==> src/hdl/rrd_pkg.sv <==
// shared constants, stage structs and widths for the refraction pipeline
// no dependencies; imported by every module of the block
`default_nettype none
package rrd_pkg;

	localparam int DIV_STAGES  = 8;
	localparam int DIV_STEP    = 4;
	localparam int SQRT_STAGES = 5;
	localparam int SQRT_STEP   = 3;
	localparam int LATENCY     = 19;

	localparam logic [28:0] ONE_Q28 = 29'd268435456;
	localparam logic signed [38:0] PAR_LIMIT = 39'sd1048576;

	typedef logic signed [15:0] comp_t;

	typedef struct packed {
		logic [16:0] rem;
		logic [31:0] quo;
		logic [31:0] num;
		logic [15:0] den;
	} div_st_t;

	typedef struct packed {
		logic [28:0] x;
		logic [29:0] res;
	} sqrt_st_t;

endpackage
`default_nettype wire

==> src/hdl/rrd_div.sv <==
// pipelined restoring divider, 32-bit dividend by 16-bit divisor
// depends on rrd_pkg
`default_nettype none
module rrd_div
	import rrd_pkg::*;
(
	input  wire logic        clk,
	input  wire logic [31:0] num,
	input  wire logic [15:0] den,
	output logic      [31:0] quo
);

	div_st_t st_s  [1:DIV_STAGES];
	div_st_t nxt   [1:DIV_STAGES];

	always_comb begin
		div_st_t cur;
		for (int j = 1; j <= DIV_STAGES; j++) begin
			if (j == 1) begin
				cur.rem = '0;
				cur.quo = '0;
				cur.num = num;
				cur.den = den;
			end else begin
				cur = st_s[j-1];
			end
			for (int k = 0; k < DIV_STEP; k++) begin
				cur.rem = {cur.rem[15:0], cur.num[31]};
				cur.num = {cur.num[30:0], 1'b0};
				if (cur.rem >= {1'b0, cur.den}) begin
					cur.rem = cur.rem - {1'b0, cur.den};
					cur.quo = {cur.quo[30:0], 1'b1};
				end else begin
					cur.quo = {cur.quo[30:0], 1'b0};
				end
			end
			nxt[j] = cur;
		end
	end

	always_ff @(posedge clk) begin
		for (int j = 1; j <= DIV_STAGES; j++) begin
			st_s[j] <= nxt[j];
		end
	end

	// zero divisor gives all ones
	assign quo = st_s[DIV_STAGES].quo;

endmodule
`default_nettype wire

==> config.mk <==
export PLATFORM = sky130hd
export DESIGN_NAME = rrd_div
export DESIGN_NICKNAME = d
export VERILOG_FILES = /design/src/hdl/rrd_pkg.sv /design/src/hdl/rrd_div.sv
export SDC_FILE = /design/constraint.sdc
export NUM_CORES = 2
export LEC_CHECK = 0
export BUFFER_PORTS_ARGS = -buffer_cell sky130_fd_sc_hd__buf_2
export CELL_PAD_IN_SITES_DETAIL_PLACEMENT = 1
export CELL_PAD_IN_SITES_GLOBAL_PLACEMENT = 1
export CORE_UTILIZATION = 44
export CTS_BUF_LIST = sky130_fd_sc_hd__clkbuf_16
export DETAILED_ROUTE_END_ITERATION = 6
export PLACE_DENSITY = 0.78
export RECOVER_POWER = 50
export SYNTH_ARGS = -nofsm -noshare
export SYNTH_HDL_FRONTEND = slang
export SYNTH_SLANG_ARGS = --single-unit
==> constraint.sdc <==
create_clock -name clk -period 13.5 [get_ports clk]
set_clock_uncertainty 0.2 [all_clocks]
set_input_delay 1.35 -clock clk [delete_from_list [all_inputs] [get_ports clk]]
set_output_delay 1.35 -clock clk [all_outputs]
set_load 0.02 [all_outputs]
==> results.py <==
metrics = {
    "cells_and_area": {
        "top_regs": "st_s: 480 flops",
        "largest_register_ffs": 480,
        "drive_above_1_share_pct": 11.5,
        "area_growth_pct": 8.95,
        "fin_nets": 4996,
        "instances_no_fill": 5608,
        "largest-register": "st_s",
        "num_antenna_cells": 0,
        "fillCellCount": 10200,
    },
    "synth": {
        "ys_top_cells_by_count": "ha_1 (498), dfxtp_1 (480), inv_1 (328)",
        "synth_cell_types": 96,
        "ys_ff_latch": 480,
        "synth.most_common_cell": "ha_1",
        "ys_async_sr_fraction_pct": 0,
        "synth_area_leaders": "dfxtp_1 (25%), ha_1 (16%), mux2_2 (7.0%)",
        "yosysWarnings": 0,
        "yosysTopAreaCellShare_pct": 25.4,
        "avgSynthCellArea_um2": 8.71,
        "synth_edf_count": 0,
        "synth_cells": 4350,
        "syn-cell-area_um2": 37900,
        "seq_area_frac_synth_pct": 25.4,
        "syn-num-nets": 4927,
        "synth_top_area_cell": "dfxtp_1",
        "ys.flop_type": "dfxtp_1",
    },
    "floorplanning": {
        "die_area_um2": 87300,
        "core_um2": 85300,
        "rows": 107,
        "start_util_pct": 44.4,
        "die_x_um": 295,
        "io_pins": 81,
        "fp.dieH_um": 295,
    },
    "hold_path": {
        "hold_class": "register to register",
    },
    "critical_path": {
        "cp-end-kind": "register",
        "startpoint_type": "register",
        "path_max_fanout": 18,
        "cp_data_arrival_time_ns": 12.82,
        "critical_path.top_delay_family": "compound AO/OA/AOI/OAI gates",
        "crit_slowest_cell": "mux2i_2",
        "worst-path-buf-inv": 4,
        "crit_path_frequent_cell": "a21oi_1",
        "cp.required_ns": 13.80,
        "path_class": "register to register",
        "cpPeakStageDelay_ns": 0.95,
    },
    "clock_tree": {
        "cts.reportedPaths.clkPinSlew_ns": 0.06,
        "numCtsBuffers": 55,
        "clock_latency_ns": 0.67,
        "htreeDepth": 2,
        "cts_tree": "yes",
        "cts_resized": 0,
        "clockBufferDepth": 3,
        "cts_root_buf": "clkbuf_16",
        "post-cts-setup-buffers": 0,
        "cts_sinks": 480,
        "cts_hold_buf": 0,
    },
    "timing": {
        "setup_viol": 0,
        "min_period_over_period_pct": 92.8,
        "slew_headroom_pct": 17.1,
        "rsz0062_at_grt": "false",
        "tightest_slew_ns": 1.22,
        "fmax_ghz": 0.0799,
        "maxSlewViolCount": 0,
        "tns_ns": 0,
        "final_hold_viol_count": 0,
        "fin_crit_ns": 12.52,
    },
    "grt": {
        "grt_pass1_wl_um": 181000,
        "grt_start_max_net_pins": 28,
        "grt_pass1_vias": 33500,
        "grt_overflow": 0,
        "antenna_found_initial": 0,
        "grt_usage_pct": 25.9,
    },
    "flow_run": {
        "cap_violations": 0,
    },
    "routing": {
        "vias": 32400,
        "routed_wl_um": 114000,
        "drtIter0Drc": 1601,
        "highest_layer": "met4",
        "drc": 0,
        "wl_met2_um": 54800,
        "wl_met3_um": 3680,
        "drt_first_pass_iters": 5,
        "route.layer.met1.wl_um": 51900,
        "vias_per_cell": 5.78,
        "wl_per_cell_um": 20.4,
        "ant_nets": 0,
    },
    "run_status": {
        "status": "finished, final reports clean",
    },
    "placement": {
        "gp_congestion": 0.899,
        "place_inst": 5506,
        "port_buffers": 80,
        "dp_hpwl_um": 92300,
    },
}
==> worst reg2reg max path: cells and delay by family (launching register included) <==
family | cells | cell delay [ns]
flops | 1 | 0.52
buf+inv | 4 | 0.85
compound gates | 19 | 5.11
simple gates | 12 | 1.77
mux | 5 | 2.48
fa+ha+maj | 4 | 1.44
==> final timing paths <==
| path | startpoint | to | slack, ns | depth (start not counted) |
|---|---|---|---|---|
| setup / recovery | st_s[0][466] | st_s[0][647] | 0.98 | 44 |
| setup reg to reg | st_s[0][466] | st_s[0][647] | 0.98 | 44 |
| hold / removal | st_s[0][405] | st_s[0][502] | 0.11 | 0 |
| hold reg to reg | st_s[0][405] | st_s[0][502] | 0.11 | 0 |
==> metal layers <==
metal | track usage [%] | vias up
li1 | - | 15900
met1 | 32.7 | 15800
met2 | 45.5 | 540
met3 | 2.61 | 218
met4 | 9.23 | 0
met5 | 0 | -
==> cell type report <==
class	count	area (µm²)	area share [%]
repair buffers	105	588	1.42
multi-input cells	3441	26500	64.3
inverters	336	1260	3.05
clock buffers	56	1400	3.39
well taps	1144	1430	3.47
flip-flops and latches	480	9610	23.3
clock inverters	46	449	1.09
==> cells in the final DEF (no fill, tap or decap), types with 10 or more instances in the layout <==
| cell type | synthesis | final |
|---|---|---|
| buf_2 | 20 | 80 |
| a31oi_1 | 27 | 27 |
| inv_1 | 328 | 338 |
| clkbuf_16 | 0 | 56 |
| a211o_1 | 13 | 13 |
| a221o_1 | 16 | 16 |
| mux2_2 | 236 | 236 |
| nand2b_1 | 45 | 45 |
| dfxtp_1 | 480 | 480 |
| fa_1 | 30 | 30 |
| nand3_1 | 72 | 72 |
| buf_4 | 34 | 25 |
| and2_1 | 34 | 34 |
| a21o_1 | 133 | 133 |
| a21boi_0 | 22 | 22 |
| a31o_2 | 12 | 12 |
| nor2_1 | 257 | 257 |
| o21a_1 | 81 | 80 |
| nand2_1 | 269 | 269 |
| a2111oi_0 | 13 | 13 |
| nor3_1 | 83 | 83 |
| nand4_1 | 82 | 82 |
| xor2_1 | 120 | 120 |
| or2_2 | 19 | 19 |
| o41ai_1 | 11 | 11 |
| o211ai_1 | 20 | 20 |
| and3_1 | 32 | 32 |
| o31ai_1 | 33 | 33 |
| nor3b_1 | 10 | 10 |
| mux2i_1 | 67 | 67 |
| o31a_1 | 20 | 20 |
| o21bai_1 | 44 | 44 |
| a21oi_1 | 322 | 321 |
| or3_1 | 27 | 27 |
| ha_1 | 498 | 498 |
| o21ai_0 | 240 | 240 |
| a211oi_1 | 47 | 47 |
| nor4_1 | 32 | 32 |
| nor2b_1 | 88 | 88 |
| xnor2_1 | 228 | 228 |
==> cell families (layout without fill, tap and decap cells) <==
kind of cell,count (synthesis),in the layout,share of synthesized area [%]
AO/OA/AOI/OAI,1156,1156,20.2
multiplexers,323,323,9.48
buffers and inverters,429,543,4.67
AND/OR/NAND/NOR,1086,1086,14.2
flip-flops,480,480,25.4
adder cells (fa/ha/maj),528,528,18.0
XOR/XNOR,348,348,8.04
==> metrics by stage <==
step | cell area [µm²] | hold WS (ns) | util, % | setup slack [ns]
after floorplan | 37900 | 0.110 | - | 2.20
after global placement | 39400 | 0.110 | 46.2 | 0.648
after detailed placement | 39400 | 0.113 | 46.2 | 0.492
after CTS | 41300 | 0.124 | 48.4 | 0.599
after global routing | 41300 | 0.129 | 48.4 | 0.0104
final | 41300 | 0.113 | 48.4 | 0.977
Power is left out: the tool's default activity adds up to more than one toggle a clock period on the data nets, which glitch-free logic cannot reach.
